`src/design/integer_stack_machine_core_top_defines.svh`:
```
// ----------------------------------------------------------------------------
// Integer stack machine core assertion macros
// Shared property wrappers for the core's concurrent checks.
// ----------------------------------------------------------------------------
`ifndef INTEGER_STACK_MACHINE_CORE_TOP_DEFINES_SVH
`define INTEGER_STACK_MACHINE_CORE_TOP_DEFINES_SVH

// same-cycle implication, disabled during reset
`define ISMC_ASSERT_NOW(lbl, ante, cons, msg) \
  lbl: assert property (@(posedge clk) disable iff (rst) (ante) |-> (cons)) else $error(msg);

// next-cycle implication, disabled during reset
`define ISMC_ASSERT_NEXT(lbl, ante, cons, msg) \
  lbl: assert property (@(posedge clk) disable iff (rst) (ante) |=> (cons)) else $error(msg);

`endif

```
`src/design/ismc_pkg.sv`:
```
// ----------------------------------------------------------------------------
// Integer stack machine core package
// Sizes, opcodes, error codes and helpers shared by the core files.
// ----------------------------------------------------------------------------
package ismc_pkg;

  localparam int STACK_DEPTH = 256;
  localparam int AW = $clog2(STACK_DEPTH);
  localparam int SPW = AW + 1;
  localparam int XW = 34;

  localparam logic [6:0] OP_HALT    = 7'd0;
  localparam logic [6:0] OP_PUSH    = 7'd1;
  localparam logic [6:0] OP_POP     = 7'd2;
  localparam logic [6:0] OP_STORE   = 7'd3;
  localparam logic [6:0] OP_LOAD    = 7'd4;
  localparam logic [6:0] OP_GSTORE  = 7'd5;
  localparam logic [6:0] OP_GLOAD   = 7'd6;
  localparam logic [6:0] OP_LDARG0  = 7'd7;
  localparam logic [6:0] OP_SETARG0 = 7'd8;
  localparam logic [6:0] OP_ADD     = 7'd9;
  localparam logic [6:0] OP_SUB     = 7'd10;
  localparam logic [6:0] OP_MUL     = 7'd11;
  localparam logic [6:0] OP_DIV     = 7'd12;
  localparam logic [6:0] OP_MOD     = 7'd13;
  localparam logic [6:0] OP_SHL     = 7'd14;
  localparam logic [6:0] OP_SAR     = 7'd15;
  localparam logic [6:0] OP_AND     = 7'd16;
  localparam logic [6:0] OP_OR      = 7'd17;
  localparam logic [6:0] OP_XOR     = 7'd18;
  localparam logic [6:0] OP_BNOT    = 7'd19;
  localparam logic [6:0] OP_NEG     = 7'd20;
  localparam logic [6:0] OP_NOT     = 7'd28;
  localparam logic [6:0] OP_B2I     = 7'd29;
  localparam logic [6:0] OP_INVOKE  = 7'd31;
  localparam logic [6:0] OP_RESERVE = 7'd32;
  localparam logic [6:0] OP_RETURN  = 7'd33;
  localparam logic [6:0] OP_JMP     = 7'd35;
  localparam logic [6:0] OP_JIF     = 7'd36;
  localparam logic [6:0] OP_BEQ     = 7'd41;
  localparam logic [6:0] OP_IEQ     = 7'd42;
  localparam logic [6:0] OP_BNE     = 7'd44;
  localparam logic [6:0] OP_INE     = 7'd45;
  localparam logic [6:0] OP_ILT     = 7'd47;
  localparam logic [6:0] OP_IGT     = 7'd48;
  localparam logic [6:0] OP_ILE     = 7'd49;
  localparam logic [6:0] OP_IGE     = 7'd50;
  localparam logic [6:0] OP_BAND    = 7'd55;
  localparam logic [6:0] OP_BOR     = 7'd56;
  localparam logic [6:0] OP_UPVAL   = 7'd62;
  localparam logic [6:0] OP_UPSTORE = 7'd63;

  localparam logic [2:0] E_NONE  = 3'd0;
  localparam logic [2:0] E_OVER  = 3'd1;
  localparam logic [2:0] E_UNDER = 3'd2;
  localparam logic [2:0] E_DIV   = 3'd3;
  localparam logic [2:0] E_UNSUP = 3'd4;
  localparam logic [2:0] E_SLOT  = 3'd5;

  localparam logic signed [XW-1:0] DEPTH_X = XW'(STACK_DEPTH);

  typedef logic signed [XW-1:0] wide_t;

  function automatic wide_t sext(input logic [31:0] w);
    sext = {{(XW-32){w[31]}}, w};
  endfunction

  function automatic wide_t zext(input logic [SPW-1:0] v);
    zext = {{(XW-SPW){1'b0}}, v};
  endfunction

  function automatic logic slot_ok(input wide_t x);
    slot_ok = (x >= 0) && (x < DEPTH_X);
  endfunction

endpackage

```
`src/design/ismc_div.sv`:
```
// ----------------------------------------------------------------------------
// Integer stack machine core divider
// Signed 32-bit restoring divider, one quotient bit per cycle.
// ----------------------------------------------------------------------------
module ismc_div
  import ismc_pkg::*;
(
  input  logic        clk,
  input  logic        rst,
  input  logic        start,
  input  logic [31:0] dividend,
  input  logic [31:0] divisor,
  input  logic        is_mod,
  output logic        done,
  output logic [31:0] result
);

  logic [32:0] rem;
  logic [31:0] quo;
  logic [31:0] den;
  logic [5:0]  cnt;
  logic        busy;
  logic        neg_q;
  logic        neg_r;
  logic        mod_sel;
  logic [32:0] shifted;
  logic [32:0] diff;

  assign shifted = {rem[31:0], quo[31]};
  assign diff    = shifted - {1'b0, den};

  always_ff @(posedge clk) begin
    if (rst) begin
      busy <= 1'b0;
      done <= 1'b0;
      cnt  <= '0;
    end else begin
      done <= 1'b0;
      if (start) begin
        busy    <= 1'b1;
        cnt     <= 6'd0;
        rem     <= '0;
        quo     <= dividend[31] ? (32'd0 - dividend) : dividend;
        den     <= divisor[31] ? (32'd0 - divisor) : divisor;
        neg_q   <= dividend[31] ^ divisor[31];
        neg_r   <= dividend[31];
        mod_sel <= is_mod;
      end else if (busy) begin
        if (!diff[32]) begin
          rem <= diff;
          quo <= {quo[30:0], 1'b1};
        end else begin
          rem <= shifted;
          quo <= {quo[30:0], 1'b0};
        end
        cnt <= cnt + 6'd1;
        if (cnt == 6'd31) begin
          busy <= 1'b0;
          done <= 1'b1;
        end
      end
    end
  end

  assign result = mod_sel ? (neg_r ? (32'd0 - rem[31:0]) : rem[31:0])
                          : (neg_q ? (32'd0 - quo) : quo);

endmodule

```
`config.mk`:
```
export PLATFORM = sky130hd
export DESIGN_NAME = ismc_div
export DESIGN_NICKNAME = d
export VERILOG_FILES = /design/src/design/integer_stack_machine_core_top_defines.svh /design/src/design/ismc_pkg.sv /design/src/design/ismc_div.sv
export SDC_FILE = /design/constraint.sdc
export NUM_CORES = 1
export LEC_CHECK = 0
export BUFFER_PORTS_ARGS = -buffer_cell sky130_fd_sc_hd__buf_2
export CORE_ASPECT_RATIO = 1.2
export CORE_UTILIZATION = 54
export CTS_CLUSTER_SIZE = 10
export DETAILED_ROUTE_END_ITERATION = 8
export PLACE_DENSITY = 0.85
export SLEW_MARGIN = 20
export SYNTH_ARGS = -nofsm -noshare
export SYNTH_HDL_FRONTEND = slang
export SYNTH_SLANG_ARGS = --single-unit
```
`constraint.sdc`:
```
create_clock -name clk -period 4.4 [get_ports clk]
set_input_delay 0.22 -clock clk [delete_from_list [all_inputs] [get_ports clk]]
set_output_delay 0.22 -clock clk [all_outputs]
set_load 0.05 [all_outputs]
```
==> run summary <==
The die outline height is ~140 µm. The path type of the worst min-delay path is input pin to register. The number of standard cells after synthesis is between 1000 and 1500. The top cell types in the final layout, fill and taps aside, are nor2_1, nand2_1, buf_2. The total via count after detailed routing is between 7000 and 8000. The share of the Yosys chip area taken by registers is 35.7%.

The number of buffers inserted by post-CTS setup repair is 0. The total congestion overflow came out at 0. At the end of the flow, the number of nets in the layout was 1188. The analysis attributes to cell leakage a power of roughly 0.0038 µW.

The chip width came out at 118 µm. The full die area is ~17000 µm². The worst setup path is captured at a primary output. The count of buffers inserted at the top-level ports is 100. The initial antenna violation count came out at 0. Power spread over the standard cell area amounts to 347 nW/µm². The root buffer cell chosen for the clock tree is clkbuf_16. The clock latency at the later pin of the worst-skew pair came out at 0.36 ns. The design draws about 3400 µW. The CTS sink count came out at between 100 and 150. The area growth from synthesis to layout came out at 10.5%. The maximum ir drop on the vdd rail is 0.261 mV. The count of nets left with antenna violations once routing finished came out at 0.

The aggregate negative setup slack is 0 ns. The final estimated routing congestion in global placement is 0.923. The setup path with the least slack is of type register to primary output. The length of the first detailed-routing pass in iterations is 5. The count of distinct cell types in the synthesized netlist came out at 61. The wire-length estimate of the detail-placed layout is 14500 µm.

Based on the critical path, the design can be clocked at up to roughly 250 MHz. For this design the top-level I/O count stands at 101. The first global-routing pass estimated 31900 µm of wire.

In this run, post-CTS hold repair placed 0 buffers. Measured on the finished design, the core utilization comes to roughly three fifths. The most used flip-flop cell after synthesis is edfxtp_1. The worst slew slack as a fraction of its limit came out at 32.9%. The fraction of final layout cells with drive strength greater than 1 came out at 13.2%. The yosys synthesis warning count came out at 0. In this run, post-CTS repair resized a total of 0 instances. After detailed routing, the average wire length per cell comes to between 10 and 15 µm. The cell row count is 50. The number of vias per cell after detailed routing is between 5 and 6. The final setup violation count came out at 0. The required time of the critical path is 4.18 ns. The global routing usage summed across all routing layers came out at 23.7%.

The synthesized net count came out at 1113. At the worst endpoint, the arrival time is 3.76 ns. The effective utilization at floorplan is 55.6%.

The launching element type of the critical path is a register. The final antenna diode count came out at 0. Once routing completed, OpenROAD measured the worst setup slack at 0.415 ns.

The max-slew violation count is 0. The internal reg-to-reg setup slack came out at 0.89 ns. The async set or reset register ratio after synthesis is 0%.

The number of buffers between clock root and the deepest sink came out at 2. Across the run, the number of max-cap violations was 0. The slew of the pin with the lowest slew margin came out at 1.00 ns.

The core area came out at 15800 µm². The H-tree generated during clock tree synthesis spans 3 levels. The worst clock skew is 0.00695 ns. The portion of the clock cycle consumed by the worst path in the final layout is about nine tenths. The synthesized area per cell came out at 8.71 µm². Counting the fill cells in the layout gives 1332. The final wirelength is 19400 µm.

The post-detailed-route DRC marker count is 0. The via count of the first global-routing pass came out at 6769. The number of placed instances with taps included is 1279. The final instance count without filler cells is 1295. The minimum clock period came out at 3.98 ns. The post-placement worst setup slack came out at 0.840 ns.

The maximum number of pins on one net before global-route repair is between 80 and 90. The clock edge transition at the registers on the reported setup and hold paths came out at 0.07 ns. The post-synth design cell area came out at 8770 µm². The run finished with clean final reports. The synthesized design contains 107 register bits.

TritonCTS built the clock tree. The number of design-rule violations left by the first detailed-router iteration came out at 617. Setup repair after global routing left no endpoint under its margin. The count of flip-flops with a built-in enable after synthesis is 99. Along the worst path, the maximum fanout reaches 4. Leaving out fill and tap cells, the most frequent cell in the layout is nor2_1. The total clock buffers created by CTS came out at 9. The final hold violation count is 0.
## synth_stat cells, types with 2 or more instances
library cell  count  area, µm²
nand3b_1          4       30.0
o21ai_0          76        380
a211oi_1          4       30.0
o31a_1            3       26.3
nor2_1          109        409
xor2_1           67        587
o31ai_1          32        240
o22ai_1           2       12.5
o21a_1            6       45.0
nand4_1           6       37.5
buf_1             6       22.5
a31oi_1           3       18.8
or3_1            15       93.8
o211ai_1          5       37.5
or4_4             3       33.8
xnor2_1          78        683
or4_1            21        158
nor4_1            3       18.8
clkbuf_1         33        124
and3_1            3       18.8
nor2b_1           8       50.1
ha_1             37        463
mux2_2            7       78.8
mux2i_1          27        270
nand3_1          21        105
o41ai_1          15        131
edfxtp_1         99       2970
nand2b_1         17        106
nand2_1         100        375
inv_1            52        195
nor3_1            9       45.0
dfxtp_1           8        160
a21o_1            9       67.6
or2_2             8       50.1
o21bai_1          2       15.0
a21boi_0          4       30.0
o2111ai_1         4       35.0
a21oi_1          78        390
## critical path, cell delays in order (launching register included)
cell,delay [ns]
edfxtp_1,0.44
or4_1,0.60
or4_1,0.54
nor2_1,0.13
nand2_1,0.11
nor3_1,0.17
nand2_1,0.13
o31ai_1,0.50
xnor2_1,0.23
mux2i_1,0.24
buf_2,0.31
## flip-flops by register name, indices dropped and copies added (netlist names)
register  flops
den          32
mod_sel       1
done          1
quo          32
neg_r         1
rem          32
neg_q         1
cnt           6
busy          1
## layout make-up
cell class	count	area, µm²	share of cell area, %
multi-input cells	807	5310	54.8
flip-flops and latches	107	3130	32.3
repair buffers	105	538	5.55
well taps	208	260	2.68
clock buffers	12	236	2.44
inverters	52	195	2.01
clock inverters	4	17.5	0.181
## metrics by stage
step / instance area [µm²] / hold slack, ns
6_report: 9690 / 0.0421
5_1_grt: 9690 / 0.0382
4_1_cts: 9690 / 0.0286
3_5_place_dp: 9440 / 0.407
3_3_place_gp: 9440 / 0.408
2_1_floorplan: 8770 / 0.319
## final timing paths
| check | from | end | cells past startpoint |
|---|---|---|---|
| max | quo[12] | result[31] | 10 |
| min | is_mod | mod_sel | 1 |
| max reg2reg | quo[31] | rem[1] | 13 |
| min reg2reg | cnt[5] | done | 1 |
## per-layer routing
metal	track usage, %	part of all wire (%)	up-vias
met2	38.4	46	262
met4	8.37	2.1	0
li1	-	-	3780
met3	3.94	5.8	22
met5	0	0	-
met1	32.0	46	3454
## cell families (layout without fill, tap and decap cells)
logic type / Yosys count / count (layout) / share of synthesized area, %
AOI/OAI and AO/OA: 255 / 255 / 18.0
xor gates and xnor gates: 145 / 145 / 14.5
adders and majority gates: 38 / 38 / 5.51
buffers and inverters: 93 / 173 / 4.01
DFF: 107 / 107 / 35.7
muxes: 34 / 34 / 3.98
and+or+nand+nor: 335 / 335 / 18.3
## report_power, final
group	internal (µW)	switching [µW]	leakage [µW]
sequential	1240	111	0.00101
combinational	491	793	0.00267
clock	379	351	0.000125
Power figures use the tool's default switching activity.
